### src/sv/rde_pkg.sv
// Shared constants, types and state codes for the reversible deque engine.
package rde_pkg;

  localparam int DEPTH = 64;
  localparam int DATA_W = 16;
  localparam int PTR_W = (DEPTH > 1) ? $clog2(DEPTH) : 1;
  localparam int CNT_W = $clog2(DEPTH + 1);
  localparam int FIFO_DEPTH = 2;
  localparam int FIFO_PTR_W = (FIFO_DEPTH > 1) ? $clog2(FIFO_DEPTH) : 1;
  localparam int FIFO_CNT_W = $clog2(FIFO_DEPTH + 1);

  typedef enum logic [1:0] {
    ACT_APPEND = 2'd0,
    ACT_TOGGLE = 2'd1,
    ACT_DELETE = 2'd2,
    ACT_DRAIN  = 2'd3
  } action_t;

  typedef enum logic [1:0] {
    ST_ELEM     = 2'd0,
    ST_EMPTY    = 2'd1,
    ST_ERROR    = 2'd2,
    ST_OVERFLOW = 2'd3
  } status_t;

  typedef enum logic [1:0] {
    BK_IDLE,
    BK_STATUS,
    BK_READ,
    BK_LAND
  } back_state_t;

  typedef struct packed {
    action_t             action;
    logic [DATA_W-1:0]   value;
  } cmd_t;

endpackage

### src/sv/rde_if.sv
// Handshake interfaces for the command and response channels.
interface rde_cmd_if;
  logic                       valid;
  logic                       ready;
  logic [1:0]                 action;
  logic [rde_pkg::DATA_W-1:0] value;

  modport source (output valid, output action, output value, input ready);
  modport sink (input valid, input action, input value, output ready);
endinterface

interface rde_rsp_if;
  logic                       valid;
  logic                       ready;
  logic [1:0]                 status;
  logic [rde_pkg::DATA_W-1:0] element;
  logic                       last;

  modport source (output valid, output status, output element, output last, input ready);
  modport sink (input valid, input status, input element, input last, output ready);
endinterface

### src/sv/reversible_deque_engine_unit.sv
// Reversible deque engine: a 64-entry ring-buffer deque of 16-bit elements with a
// lazy reverse flag. Commands are taken one per cycle while the front register is
// free or the two-entry command queue has room; append, toggle and delete are each
// handled in the idle state of the back end. A drain is taken from the queue in the
// idle state; then for each element the back end makes a registered read of the
// element RAM and loads the output register, each read waiting until the output
// register is free. A drain that reports empty, error or overflow passes through the
// status state, which loads the report once the output register is free.
// Commands that follow a drain wait in the queue until the drain has finished. All
// state is cleared after each drain; no clearing pass is needed after reset.
module reversible_deque_engine_unit (
  input logic       clk,
  input logic       rst,
  rde_cmd_if.sink   cmd,
  rde_rsp_if.source rsp
);

  logic          f_push;
  rde_pkg::cmd_t f_cmd;
  logic          f_ready;
  logic          q_valid;
  rde_pkg::cmd_t q_cmd;
  logic          q_pop;

  rde_front u_front (
    .clk        (clk),
    .rst        (rst),
    .cmd        (cmd),
    .push       (f_push),
    .push_cmd   (f_cmd),
    .push_ready (f_ready)
  );

  rde_cmd_fifo u_fifo (
    .clk        (clk),
    .rst        (rst),
    .push       (f_push),
    .push_cmd   (f_cmd),
    .push_ready (f_ready),
    .pop_valid  (q_valid),
    .pop_cmd    (q_cmd),
    .pop        (q_pop)
  );

  rde_back u_back (
    .clk     (clk),
    .rst     (rst),
    .q_valid (q_valid),
    .q_cmd   (q_cmd),
    .q_pop   (q_pop),
    .rsp     (rsp)
  );

endmodule

### src/sv/rde_ram.sv
// Generic single-write, single-read RAM with registered read data.
module rde_ram #(
  parameter int WIDTH = 16,
  parameter int DEPTH = 64
) (
  input  logic                                       clk,
  input  logic                                       we,
  input  logic [((DEPTH > 1) ? $clog2(DEPTH) : 1)-1:0] waddr,
  input  logic [WIDTH-1:0]                           wdata,
  input  logic                                       re,
  input  logic [((DEPTH > 1) ? $clog2(DEPTH) : 1)-1:0] raddr,
  output logic [WIDTH-1:0]                           rdata
);

  logic [WIDTH-1:0] mem [DEPTH];

  always_ff @(posedge clk) begin
    if (we) begin
      mem[waddr] <= wdata;
    end
    if (re) begin
      rdata <= mem[raddr];
    end
  end

endmodule

### src/sv/rde_front.sv
// Front end: takes command beats, decodes the action and holds one item for the queue.
module rde_front (
  input  logic          clk,
  input  logic          rst,
  rde_cmd_if.sink       cmd,
  output logic          push,
  output rde_pkg::cmd_t push_cmd,
  input  logic          push_ready
);

  logic          hold_valid;
  rde_pkg::cmd_t hold;
  rde_pkg::cmd_t decoded;
  logic          accept;

  assign cmd.ready = !hold_valid || push_ready;
  assign accept    = cmd.valid && cmd.ready;

  // Only appends carry a value; other actions pass zero downstream.
  always_comb begin
    decoded.action = rde_pkg::action_t'(cmd.action);
    decoded.value  = (decoded.action == rde_pkg::ACT_APPEND) ? cmd.value
                                                              : '0;
  end

  always_ff @(posedge clk) begin
    if (rst) begin
      hold_valid <= 1'b0;
    end else if (accept) begin
      hold_valid <= 1'b1;
    end else if (push_ready) begin
      hold_valid <= 1'b0;
    end
  end

  always_ff @(posedge clk) begin
    if (accept) begin
      hold <= decoded;
    end
  end

  assign push     = hold_valid;
  assign push_cmd = hold;

endmodule

### src/sv/rde_cmd_fifo.sv
// Short command queue between the front end and the deque back end.
module rde_cmd_fifo (
  input  logic          clk,
  input  logic          rst,
  input  logic          push,
  input  rde_pkg::cmd_t push_cmd,
  output logic          push_ready,
  output logic          pop_valid,
  output rde_pkg::cmd_t pop_cmd,
  input  logic          pop
);

  rde_pkg::cmd_t                       entries [rde_pkg::FIFO_DEPTH];
  logic [rde_pkg::FIFO_PTR_W-1:0]      wptr;
  logic [rde_pkg::FIFO_PTR_W-1:0]      rptr;
  logic [rde_pkg::FIFO_CNT_W-1:0]      fill;
  logic                                do_push;
  logic                                do_pop;

  assign push_ready = fill != rde_pkg::FIFO_CNT_W'(rde_pkg::FIFO_DEPTH);
  assign pop_valid  = fill != '0;
  assign pop_cmd    = entries[rptr];
  assign do_push    = push && push_ready;
  assign do_pop     = pop && pop_valid;

  function automatic logic [rde_pkg::FIFO_PTR_W-1:0] bump(
    input logic [rde_pkg::FIFO_PTR_W-1:0] p
  );
    if (p == rde_pkg::FIFO_PTR_W'(rde_pkg::FIFO_DEPTH - 1)) begin
      return '0;
    end
    return p + rde_pkg::FIFO_PTR_W'(1);
  endfunction

  always_ff @(posedge clk) begin
    if (rst) begin
      wptr <= '0;
      rptr <= '0;
      fill <= '0;
    end else begin
      if (do_push) begin
        wptr <= bump(wptr);
      end
      if (do_pop) begin
        rptr <= bump(rptr);
      end
      if (do_push && !do_pop) begin
        fill <= fill + rde_pkg::FIFO_CNT_W'(1);
      end else if (do_pop && !do_push) begin
        fill <= fill - rde_pkg::FIFO_CNT_W'(1);
      end
    end
  end

  always_ff @(posedge clk) begin
    if (do_push) begin
      entries[wptr] <= push_cmd;
    end
  end

endmodule

### src/sv/rde_back.sv
// Back end: deque pointers and flags, element RAM, drain sequencer and output register.
module rde_back (
  input  logic          clk,
  input  logic          rst,
  input  logic          q_valid,
  input  rde_pkg::cmd_t q_cmd,
  output logic          q_pop,
  rde_rsp_if.source     rsp
);

  rde_pkg::back_state_t           state;
  rde_pkg::back_state_t           state_next;
  logic [rde_pkg::PTR_W-1:0]      head;
  logic [rde_pkg::CNT_W-1:0]      count;
  logic                           reverse;
  logic                           error;
  logic                           overflow;
  logic [rde_pkg::PTR_W-1:0]      idx;

  logic                           out_valid;
  rde_pkg::status_t               out_status;
  logic [rde_pkg::DATA_W-1:0]     out_element;
  logic                           out_last;

  logic                           out_free;
  logic                           faulted_or_empty;
  logic                           last_elem;
  logic                           is_drain;
  logic                           load_status;
  logic                           load_elem;
  logic                           clear;
  logic                           rd_en;
  logic                           we;
  logic [rde_pkg::PTR_W-1:0]      waddr;
  logic [rde_pkg::PTR_W-1:0]      raddr;
  logic [rde_pkg::CNT_W-1:0]      rd_off;
  logic [rde_pkg::DATA_W-1:0]     rd_data;
  rde_pkg::status_t               fault_status;

  // Physical slot of a logical offset from the head, with one wrap at most.
  function automatic logic [rde_pkg::PTR_W-1:0] slot_of(
    input logic [rde_pkg::PTR_W-1:0] h,
    input logic [rde_pkg::CNT_W-1:0] o
  );
    logic [rde_pkg::CNT_W:0] s;
    s = (rde_pkg::CNT_W+1)'(h) + (rde_pkg::CNT_W+1)'(o);
    if (s >= (rde_pkg::CNT_W+1)'(rde_pkg::DEPTH)) begin
      s = s - (rde_pkg::CNT_W+1)'(rde_pkg::DEPTH);
    end
    return s[rde_pkg::PTR_W-1:0];
  endfunction

  assign out_free         = !out_valid || rsp.ready;
  assign faulted_or_empty = error || overflow || (count == '0);
  assign last_elem        = (rde_pkg::CNT_W'(idx) + rde_pkg::CNT_W'(1)) == count;
  assign is_drain         = q_valid && (q_cmd.action == rde_pkg::ACT_DRAIN);

  always_comb begin
    if (error) begin
      fault_status = rde_pkg::ST_ERROR;
    end else if (overflow) begin
      fault_status = rde_pkg::ST_OVERFLOW;
    end else begin
      fault_status = rde_pkg::ST_EMPTY;
    end
  end

  // With the reverse flag set, the logical order runs backward from the tail.
  assign rd_off = reverse ? (count - rde_pkg::CNT_W'(1) - rde_pkg::CNT_W'(idx))
                          : rde_pkg::CNT_W'(idx);
  assign raddr  = slot_of(head, rd_off);
  assign waddr  = slot_of(head, count);
  assign we     = q_pop && (q_cmd.action == rde_pkg::ACT_APPEND)
                  && (count < rde_pkg::CNT_W'(rde_pkg::DEPTH));

  always_comb begin
    state_next = state;
    case (state)
      rde_pkg::BK_IDLE: begin
        if (is_drain) begin
          state_next = faulted_or_empty ? rde_pkg::BK_STATUS : rde_pkg::BK_READ;
        end
      end
      rde_pkg::BK_STATUS: begin
        if (out_free) begin
          state_next = rde_pkg::BK_IDLE;
        end
      end
      rde_pkg::BK_READ: begin
        if (out_free) begin
          state_next = rde_pkg::BK_LAND;
        end
      end
      rde_pkg::BK_LAND: begin
        state_next = last_elem ? rde_pkg::BK_IDLE : rde_pkg::BK_READ;
      end
      default: begin
        state_next = rde_pkg::BK_IDLE;
      end
    endcase
  end

  always_comb begin
    q_pop       = 1'b0;
    rd_en       = 1'b0;
    load_status = 1'b0;
    load_elem   = 1'b0;
    clear       = 1'b0;
    case (state)
      rde_pkg::BK_IDLE: begin
        q_pop = q_valid;
      end
      rde_pkg::BK_STATUS: begin
        load_status = out_free;
        clear       = out_free;
      end
      rde_pkg::BK_READ: begin
        rd_en = out_free;
      end
      rde_pkg::BK_LAND: begin
        load_elem = 1'b1;
        clear     = last_elem;
      end
      default: begin
        q_pop = 1'b0;
      end
    endcase
  end

  always_ff @(posedge clk) begin
    if (rst) begin
      state     <= rde_pkg::BK_IDLE;
      head      <= '0;
      count     <= '0;
      reverse   <= 1'b0;
      error     <= 1'b0;
      overflow  <= 1'b0;
      idx       <= '0;
      out_valid <= 1'b0;
    end else begin
      state <= state_next;
      if (load_status || load_elem) begin
        out_valid <= 1'b1;
      end else if (rsp.ready) begin
        out_valid <= 1'b0;
      end
      if (load_elem && !clear) begin
        idx <= idx + rde_pkg::PTR_W'(1);
      end
      if (clear) begin
        head     <= '0;
        count    <= '0;
        reverse  <= 1'b0;
        error    <= 1'b0;
        overflow <= 1'b0;
        idx      <= '0;
      end else if (q_pop) begin
        case (q_cmd.action)
          rde_pkg::ACT_APPEND: begin
            if (we) begin
              count <= count + rde_pkg::CNT_W'(1);
            end else begin
              overflow <= 1'b1;
            end
          end
          rde_pkg::ACT_TOGGLE: begin
            if (!error) begin
              reverse <= !reverse;
            end
          end
          rde_pkg::ACT_DELETE: begin
            if (!error) begin
              if (count == '0) begin
                error <= 1'b1;
              end else begin
                if (!reverse) begin
                  head <= slot_of(head, rde_pkg::CNT_W'(1));
                end
                count <= count - rde_pkg::CNT_W'(1);
              end
            end
          end
          default: begin
            idx <= '0;
          end
        endcase
      end
    end
  end

  always_ff @(posedge clk) begin
    if (load_status) begin
      out_status  <= fault_status;
      out_element <= '0;
      out_last    <= 1'b1;
    end else if (load_elem) begin
      out_status  <= rde_pkg::ST_ELEM;
      out_element <= rd_data;
      out_last    <= last_elem;
    end
  end

  rde_ram #(
    .WIDTH (rde_pkg::DATA_W),
    .DEPTH (rde_pkg::DEPTH)
  ) u_store (
    .clk   (clk),
    .we    (we),
    .waddr (waddr),
    .wdata (q_cmd.value),
    .re    (rd_en),
    .raddr (raddr),
    .rdata (rd_data)
  );

  assign rsp.valid   = out_valid;
  assign rsp.status  = out_status;
  assign rsp.element = out_element;
  assign rsp.last    = out_last;

endmodule

### src/flat_wrapper.sv
// flat-port wrapper written by rule: the top's interface ports become plain ports
module reversible_deque_engine_unit_flat 
  (clk, rst, cmd_valid, cmd_action, cmd_value, cmd_ready, rsp_valid, rsp_status, rsp_element, rsp_last, rsp_ready);
  rde_cmd_if cmd_i ();
  rde_rsp_if rsp_i ();
  input logic clk;
  input logic rst;
  input wire logic [$bits(cmd_i.valid)-1:0] cmd_valid;
  input wire logic [$bits(cmd_i.action)-1:0] cmd_action;
  input wire logic [$bits(cmd_i.value)-1:0] cmd_value;
  output wire logic [$bits(cmd_i.ready)-1:0] cmd_ready;
  output wire logic [$bits(rsp_i.valid)-1:0] rsp_valid;
  output wire logic [$bits(rsp_i.status)-1:0] rsp_status;
  output wire logic [$bits(rsp_i.element)-1:0] rsp_element;
  output wire logic [$bits(rsp_i.last)-1:0] rsp_last;
  input wire logic [$bits(rsp_i.ready)-1:0] rsp_ready;
  assign cmd_i.valid = cmd_valid;
  assign cmd_i.action = cmd_action;
  assign cmd_i.value = cmd_value;
  assign cmd_ready = cmd_i.ready;
  assign rsp_valid = rsp_i.valid;
  assign rsp_status = rsp_i.status;
  assign rsp_element = rsp_i.element;
  assign rsp_last = rsp_i.last;
  assign rsp_i.ready = rsp_ready;
  reversible_deque_engine_unit u_core (.clk(clk), .rst(rst), .cmd(cmd_i), .rsp(rsp_i));
endmodule
### config.mk
export PLATFORM = sky130hd
export DESIGN_NAME = reversible_deque_engine_unit_flat
export DESIGN_NICKNAME = d
export VERILOG_FILES = /design/src/sv/rde_pkg.sv /design/src/sv/rde_if.sv /design/src/sv/reversible_deque_engine_unit.sv /design/src/sv/rde_ram.sv /design/src/sv/rde_front.sv /design/src/sv/rde_cmd_fifo.sv /design/src/sv/rde_back.sv /design/src/flat_wrapper.sv
export SDC_FILE = /design/constraint.sdc
export NUM_CORES = 1
export LEC_CHECK = 0
export BUFFER_PORTS_ARGS = -buffer_cell sky130_fd_sc_hd__buf_2
export CAP_MARGIN = 20
export CELL_PAD_IN_SITES_DETAIL_PLACEMENT = 0
export CELL_PAD_IN_SITES_GLOBAL_PLACEMENT = 1
export CORE_ASPECT_RATIO = 0.5
export CORE_UTILIZATION = 50
export CTS_CLUSTER_SIZE = 10
export DETAILED_ROUTE_END_ITERATION = 12
export GPL_TIMING_DRIVEN = 0
export PLACE_DENSITY = 0.69
export SKIP_CTS_REPAIR_TIMING = 1
export SYNTH_ARGS = -nofsm -noshare
export SYNTH_HDL_FRONTEND = slang
export SYNTH_SLANG_ARGS = --single-unit
### constraint.sdc
create_clock -name clk -period 13.02 [get_ports clk]
set_input_delay 1.302 -clock clk [delete_from_list [all_inputs] [get_ports clk]]
set_output_delay 1.302 -clock clk [all_outputs]
set_load 0.01 [all_outputs]
Word level (Yosys, flattened, before mapping):

Memory sizes are Yosys's and may differ from the RTL's. A register that Yosys moved wholly into a read port is not among the register bits.
Cells that the tools add are included.

* register bits after elaboration: 67
* memory bits (writable): 1060
* output and inout bits: 21
* word-level logic and storage cells: 144
* memories kept: 2

* add/subtract/negate cells: 15
* order comparisons: 4
* equal/unequal tests: 14
* muxes and demuxes: 50
* bitwise logic cells: 4
* reduce and logical (&&, ||, !) cells: 38

Memory list
* u_core.u_back.u_store.mem: depth 64, width 16, rd ports 1, clocked after memory_dff 1, write ports 1, line rde_ram.sv:15 `logic [WIDTH-1:0] mem [DEPTH];`
* u_core.u_fifo.entries: depth 2, width 18, rd ports 1, clocked after memory_dff 1, write ports 1, line rde_cmd_fifo.sv:13 `rde_pkg::cmd_t entries [rde_pkg::FIFO_DEPTH];`

Operators with widths (count)
* two-way mux 6 bit: 6
* two-way mux 7 bit: 4
* two-way mux 1 bit: 26
* two-way mux 2 bit: 11
* subtractor 6 x 1 -> 6 bit (second input constant): 3
* adder 6 x 7 -> 8 bit: 2
* >= comparator 8 x 7 -> 1 bit (second input constant): 2
* adder 6 x 1 -> 7 bit (second input constant): 2
* one-hot mux 7 bit (2 select lines): 1
* != test 2 bit (second input constant): 6
* nonzero test 2 bit: 6
* AND reduction 5 bit: 2
* logical AND 1 bit: 9
* AND reduction 3 bit: 3
* equality test 2 bit (second input constant): 4
* one-hot mux 2 bit (4 select lines): 1
* adder 7 x 1 -> 7 bit (second input constant): 1
* equality test 7 bit: 1
* >= comparator 7 bit (second input constant): 1
* zero test 7 bit: 1
* less-than comparator 7 bit (second input constant): 1
* subtractor 7 x 1 -> 7 bit (second input constant): 1
* subtractor 7 x 6 -> 7 bit: 1
* adder 6 x 1 -> 6 bit (second input constant): 1
* 13 further kinds: 29

Depth between registers and ports, before layout:

Gate-level depths: netlist of the first run.

* word-level depth: 8
* depth in mapped cells: 17

Hierarchy:

A second synthesis of the first run with hierarchy kept.

* cells, all modules: 2311
* area total of the unflattened synthesis: 45489.9 um^2

By module, submodules not included
* rde_ram: times used 1, cells an instance 1829, area each 40202.3 um^2, seq. area each 31230.0 um^2
* rde_back: times used 1, cells an instance 361, area each 3051.7 um^2, seq. area each 900.9 um^2
* rde_cmd_fifo: times used 1, cells an instance 80, area each 1519.0 um^2, seq. area each 1181.1 um^2
* rde_front: times used 1, cells an instance 41, area each 716.9 um^2, seq. area each 560.5 um^2

Worst setup path after synthesis of the first run:

OpenSTA, ideal clock, no wires.

* path type: reg-to-reg
* start: reg u_core.u_back.count[1] (netlist name)
* end: reg u_core.u_back.u_store.rdata[11], read port of u_core.u_back.u_store.mem (data pin)
* setup time: 260 ps
* arrival time: 3993 ps
* required time: 12760 ps
* setup slack: 8767 ps
* cell stages (with the launch flop): 17
* clock period less this slack: 4253 ps
* cells stage by stage: dfxtp_1 > inv_1 > ha_1 > inv_1 > ha_1 > nor2b_1 > o21ai_0 > or3b_2 > a31o_2 > ha_1 > o21a_1 > and2_1 > nor4_2 > clkbuf_1 > nand3_1 > and3_1 > mux2_4

* word-level cells in the longest chain between the ends: 6
* elaborated cells between the ends (all ways): 7
* classes of those cells: add/sub (4); order compare (1); mux (2)

Ends and longest elaborated chain
* start: declaration: line rde_back.sv:14 `logic [rde_pkg::CNT_W-1:0] count;`
* start signal: assignment: line rde_back.sv:161 `count <= count + rde_pkg::CNT_W'(1);`
* start signal: assignment: line rde_back.sv:179 `count <= count - rde_pkg::CNT_W'(1);`
* subtractor 7 x 1 -> 7 bit *: line rde_back.sv:69 `assign rd_off = reverse ? (count - rde_pkg::CNT_W'(1) - rde_pkg::CNT_W'(idx))`
* subtractor 7 x 6 -> 7 bit *: line rde_back.sv:69
* two-way mux 7 bit *: line rde_back.sv:69
* adder 6 x 7 -> 8 bit *: line rde_back.sv:46 `s = (rde_pkg::CNT_W+1)'(h) + (rde_pkg::CNT_W+1)'(o);`
* >= comparator 8 x 7 -> 1 bit / subtractor 6 x 1 -> 6 bit (equally long branches): line rde_back.sv:47, rde_back.sv:48
* two-way mux 6 bit *: line rde_back.sv:47 `if (s >= (rde_pkg::CNT_W+1)'(rde_pkg::DEPTH)) begin`
* end: declaration: line rde_ram.sv:12 `output logic [WIDTH-1:0] rdata`

Every way passes the cells marked *; elsewhere a longest branch is shown, timed or not.
A chain may end at the register's enable or synchronous reset.

Worst setup path after layout of the first run:

* start: reg u_core.u_back.count[1] (netlist name)
* end: reg u_core.u_back.u_store.rdata[5], read port of u_core.u_back.u_store.mem (data pin)

Same word-level chain as after synthesis.

==> results of run 1 <==
==> worst max-delay path by stage <==
stage	start	to	slack (ns)	depth (start not counted)
finish	u_core.u_back.count[1]$_SDFFE_PP0P_	u_core.u_back.u_store.rdata[5]$_DFFE_PP_	6.89	14
detailed placement	u_core.u_back.count[1]$_SDFFE_PP0P_	u_core.u_back.u_store.rdata[3]$_DFFE_PP_	6.81	14
global placement	u_core.u_back.count[1]$_SDFFE_PP0P_	u_core.u_back.u_store.rdata[11]$_DFFE_PP_	6.83	16
floorplan	u_core.u_back.count[1]$_SDFFE_PP0P_	u_core.u_back.u_store.rdata[11]$_DFFE_PP_	8.77	16
global route	u_core.u_back.count[1]$_SDFFE_PP0P_	u_core.u_back.u_store.rdata[3]$_DFFE_PP_	6.67	14
CTS	u_core.u_back.count[1]$_SDFFE_PP0P_	u_core.u_back.u_store.rdata[3]$_DFFE_PP_	6.78	14
==> layer usage <==
layer,up-vias,wire (um),track usage [%]
met4,0,1940,6.37
li1,9681,-,-
met2,846,48500,34.8
met3,121,8790,4.85
met1,12227,50400,38.8
met5,-,0,0
==> registers in the layout, indices dropped and copies added, names as in the netlist, 2 cells and up, named ones only <==
signal                       count
u_core.u_fifo.entries           36
u_core.u_back.rsp.status         2
u_core.u_front.push_cmd         18
u_core.u_back.u_store.rdata     16
u_core.u_back.head               6
u_core.u_back.rsp.element       16
u_core.u_back.count              7
u_core.u_back.u_store.mem     1024
u_core.u_back.idx                6
u_core.u_back.state              2
u_core.u_fifo.fill               2
==> cells by family after synthesis <==
| family | synth area share, % |
|---|---|
| adder cells (fa/ha/maj) | 0.718 |
| flip-flops | 75.3 |
| multiplexers | 15.3 |
| AND/OR/NAND/NOR | 4.40 |
| XOR/XNOR | 0.682 |
| AO/OA/AOI/OAI | 2.38 |
| buffers and inverters | 1.18 |
==> cells in the final DEF (no fill, tap or decap), types with 16 or more instances in the layout <==
master,count
nand3_1,48
edfxtp_1,1096
clkbuf_16,134
buf_1,22
buf_2,72
nor2_1,47
a32oi_1,17
xor2_1,19
clkbuf_1,84
a21oi_1,38
mux2_4,18
and3_1,21
a32o_1,16
nor2_2,65
ha_1,21
and2_1,24
nand2_1,199
mux2i_1,71
buf_8,41
xnor2_1,16
dfxtp_1,48
mux4_2,256
==> power groups by stage <==
stage | registers, mW | clock network, mW | logic, mW
2_1_floorplan | 4.47 | 0 | 1.76
3_3_place_gp | 4.49 | 0 | 2.76
3_5_place_dp | 4.48 | 0 | 2.83
4_1_cts | 4.41 | 3.29 | 2.84
5_1_grt | 4.41 | 3.44 | 2.99
6_report | 4.41 | 3.24 | 2.83
==> cell type report <==
| class | instances | area, sq um |
|---|---|---|
| tap | 1185 | 1480 |
| multi-input combinational | 1008 | 10800 |
| sequential | 1144 | 33900 |
| clock buffer | 164 | 3480 |
| inverter | 13 | 48.8 |
| buffer | 111 | 483 |
| timing repair buffer | 101 | 1250 |
| antenna | 1 | 2.50 |
| fill | 6517 | 37200 |
| clock inverter | 13 | 138 |
==> metrics by stage <==
step | hold slack, ns | cell area (sq um)
CTS | 0.443 | 51500
global route | 0.454 | 51500
global placement | 0.423 | 46700
floorplan | 0.421 | 45000
finish | 0.437 | 51500
detailed placement | 0.430 | 47900
==> results.toml, run 1 <==
[logic_synthesis]
synth_common_cells = "edfxtp_1 (1,096), mux4_2 (256), nand2_1 (199)"
synth_largest_area_cell = "edfxtp_1"
ys.flop_type = "edfxtp_1"
synth_cells = 2276
synth_area_sq_um = 45000
async_flop_share_pct = 0
synth_edf_count = 1096
avgSynthCellArea_sq_um = 19.8
synth_area_leaders = "edfxtp_1 (73%), mux4_2 (13%), dfxtp_1 (2.1%)"
synth_cell_types = 66
yosysTopAreaCellShare_pct = 73.2
yosys_register_bits = 1144
synth-seq-area-share_pct = 75.3
syn-num-nets = 2322
synth_warnings = 0
yosysMostFrequentCell = "edfxtp_1"

[cells_and_area]
final_util_pct = 58.1
final_nets = 2557
area_growth_pct = 14.6
stdcell_count = 3740
drive_above_1_share_pct = 25.5

[timing]
tns_ns = 0
fin_crit_sh_pct = 47.1
finalWorstPathRequiredPeriod_ns = 6.13
tightestPinTransition_ns = 1.22
slew_violations = 0
fmax_mhz = 163
setup_viol = 0
relSlewSlack_pct = 18.1
final_hold_viol_count = 0
fin_ws_ns = 6.89
grt_setup_unrepaired = "false"
worst_clock_skew_ns = 0.0257

[grt]
grt_pass1_vias = 22510
grt_use_total_pct = 24.5
gr-total-overflow = 0
grt_pass1_wl_um = 157000
grt_max_degree = 65
antenna_found_initial = 2

[worst_setup_path]
cpPeakStageDelay_ns = 0.76
required_ns = 13.50
r2r_start = "u_core.u_back.count[1]$_SDFFE_PP0P_"
crit_path_end_kind = "flop"
crit_fanout = 10
ff2ff_path_depth = 14
path_cells = "inv_1, ha_1, inv_1, fa_1, nand2_1, o21ai_0, fa_1, clkbuf_1, buf_1, mux4_2, mux2i_1, a32oi_1, and3_1, mux2_4"
critPathArrivalTime_ns = 6.60
rr_endpoint = "u_core.u_back.u_store.rdata[5]$_DFFE_PP_"
crit_buf_inv = 4
critPathSlowestCell = "fa_1"
critPathLaunchType = "flop"
rrSetupSlack_ns = 6.89
critical_path_class = "reg -> reg"
critPathTopFamily = "buffers and inverters"

[power_and_ir_drop]
cellPowerDensity_nw_per_um2 = 203
p_int_mw = 7.29
power_frac_seq_pct = 42.0
vdd_drop_max_v = 0.000122
clockPowerShare_pct = 30.9
share_comb_of_total_power_pct = 27.0
power.leakage_nw = 16.1
p_sw_mw = 3.19
swShare_pct = 30.4
power_mw = 10.5

[floorplanning]
core_area_sq_um = 88700
die-area_sq_um = 91200
dieWidth_um = 426
die_h_um = 214
row_count = 77
initial_core_util_pct = 50.7
io_pins = 43

[detailed_routing]
drc = 0
wirelength_um = 110000
post_drt_wl_per_cell_um = 29.3
drtIter0Drc = 2752
final_antenna_net_count = 0
viasPerCell = 6.12
vias = 22875
drt-pass1-iter-count = 7

[cts]
cts_buffer_depth = 3
cts_buffers = 132
clkLatencyLatePin_ns = 0.73
cts.sinks = 1144
clk_pin_slew_ns = 0.06
cts_max_level = 4
tritoncts = "done"
cts_root_buf = "clkbuf_16"

[place]
io_buffers = 41
routabilityCongestion = 0.850
dpl.cell_count = 3561
hpwl_um = 70000
dp_slack_ns = 6.81

[status]
outcome = "finished, final reports clean"

[min_path]
min_path_cells = 0
hold_class = "reg -> reg"
holdCritStartpoint = "u_core.u_front.push_cmd[7]$_SDFFCE_PP0P_"
whs_endpoint = "u_core.u_fifo.entries[1][7]$_DFFE_PP_"

[run]
drv_cap = 0
Power figures use the tool's default switching activity.
==> inputs of run 2 (changes only) <==
==> constraint.sdc (replaced) <==
create_clock -name clk -period 6 [get_ports clk]
set_input_delay 0.6 -clock clk [delete_from_list [all_inputs] [get_ports clk]]
set_output_delay 0.6 -clock clk [all_outputs]
set_load 0.01 [all_outputs]
==> run 2 against run 1 <==
Hold slack worse by 0.34 ns. Routed wire length about the same. Sequential cell count unchanged. Critical path depth unchanged. Setup slack worse by 6.7 ns. Clock-buffer cell count unchanged. Fmax up 6.1%. Sequential power up 120%. Register-to-register slack worse by 6.7 ns. Clock power up 120%. Final cell count unchanged. Critical endpoint is now u_core.u_back.u_store.rdata[11]$_DFFE_PP_. Largest power group unchanged.
==> results.toml, run 2 (synthesis gave the netlist of run 1 again) <==
[detailed_routing]
final_antenna_net_count = 0
vias = 22956
drc = 0
drtIter0Drc = 2701
viasPerCell = 6.14
drt-pass1-iter-count = 5
post_drt_wl_per_cell_um = 29.3
wirelength_um = 110000

[worst_setup_path]
crit_fanout = 11
ff2ff_path_depth = 14
critPathLaunchType = "flop"
critical_path_class = "reg -> reg"
critPathArrivalTime_ns = 6.25
crit_path_end_kind = "flop"
required_ns = 6.47

[cts]
clk_pin_slew_ns = 0.06
cts_buffer_depth = 3
cts_root_buf = "clkbuf_16"
cts_buffers = 132
cts.sinks = 1144
cts_max_level = 4
clkLatencyLatePin_ns = 0.73
tritoncts = "done"

[floorplanning]
dieWidth_um = 426
row_count = 77
initial_core_util_pct = 50.7
die-area_sq_um = 91200
io_pins = 43
core_area_sq_um = 88700
die_h_um = 214

[grt]
grt_use_total_pct = 24.5
grt_max_degree = 65
gr-total-overflow = 0
grt_pass1_vias = 22510
grt_pass1_wl_um = 157000
antenna_found_initial = 2

[place]
routabilityCongestion = 0.850
dpl.cell_count = 3561
dp_slack_ns = -0.207
hpwl_um = 70000
io_buffers = 41

[cells_and_area]
largest_reg_flops = 1024
area_growth_pct = 14.6
final_nets = 2557
mostFrequentLayoutCell = "edfxtp_1"
layout_common_cells = "edfxtp_1 (1,096), mux4_2 (256), nand2_1 (199), clkbuf_16 (134), clkbuf_1 (82)"
drive_above_1_share_pct = 25.7
stdcell_count = 3740
regMostFlops = "u_core.u_back.u_store.mem"
final_util_pct = 58.1

[power_and_ir_drop]
power.leakage_nw = 16.1
cellPowerDensity_nw_per_um2 = 442
vdd_drop_max_v = 0.000266

[status]
outcome = "finished, final reports clean"

[min_path]
hold_class = "in -> reg"
min_path_cells = 1

[run]
drv_cap = 0

[timing]
fin_ws_ns = 0.227
tightestPinTransition_ns = 1.20
relSlewSlack_pct = 19.5
slew_violations = 0
setup_viol = 0
tns_ns = 0
worst_clock_skew_ns = 0.0282
fin_crit_sh_pct = 96.2
fmax_mhz = 173
final_hold_viol_count = 0
grt_setup_unrepaired = "false"
finalWorstPathRequiredPeriod_ns = 5.77
## run 2: cell types whose count changed in the layout (fill, tap and decap cells not counted)
| cell | delta |
|---|---|
| clkbuf_2 | +5 |
| a211oi_1 | -1 |
| clkbuf_1 | -2 |
| a211oi_2 | +1 |
| clkdlybuf4s15_1 | +1 |
| buf_1 | -4 |
## run 2: final timing paths
| path | start | endpoint | slack, ns |
|---|---|---|---|
| worst max-delay path | u_core.u_back.count[1]$_SDFFE_PP0P_ | u_core.u_back.u_store.rdata[11]$_DFFE_PP_ | 0.23 |
| worst min-delay path | cmd_action[0] | u_core.u_front.push_cmd[16]$_DFFE_PP_ | 0.1 |
| worst max register to register | u_core.u_back.count[1]$_SDFFE_PP0P_ | u_core.u_back.u_store.rdata[11]$_DFFE_PP_ | 0.23 |
| worst min register to register | u_core.u_front.push_cmd[7]$_SDFFCE_PP0P_ | u_core.u_fifo.entries[1][7]$_DFFE_PP_ | 0.44 |
## run 2: routing by layer
layer | routed length [um] | vias up | track usage [%]
met5 | 0 | - | 0
li1 | - | 9692 | -
met4 | 1980 | 0 | 6.37
met1 | 50200 | 12252 | 38.8
met3 | 9170 | 125 | 4.85
met2 | 48300 | 887 | 34.8
## run 2: final cells by class
cell class	count	area (sq um)
inverters	13	48.8
repair buffers	101	1250
flip-flops and latches	1144	33900
multi-input cells	1008	10800
fillers	6512	37200
clock buffers	164	3480
plain buffers	111	495
well taps	1185	1480
diodes	1	2.50
clock inverters	13	138
## run 2: through the flow
step	instance area [sq um]	hold slack [ns]	power [mW]
after global placement	46700	0.423	15.7
after CTS	51500	0.0582	22.9
after detailed placement	47900	0.430	15.9
final	51500	0.0966	22.8
after floorplan	45000	0.421	13.5
after global routing	51500	0.0796	23.5
## run 2: report_power, final
group	internal [mW]	switching, mW
combinational	2.33	3.83
sequential	9.46	0.101
clock	4.04	3.00
## run 2: worst max-delay path: stages (launching register included)
cell and delay, ns:
dfxtp_1 0.62, inv_1 0.16, ha_1 0.30, inv_1 0.16, fa_1 0.44, nand2_1 0.07
o21ai_0 0.21, fa_1 0.78, clkdlybuf4s15_1 0.70, buf_1 0.56, mux4_2 0.41, mux2i_1 0.29
a32oi_1 0.19, and3_1 0.31, mux2_4 0.29
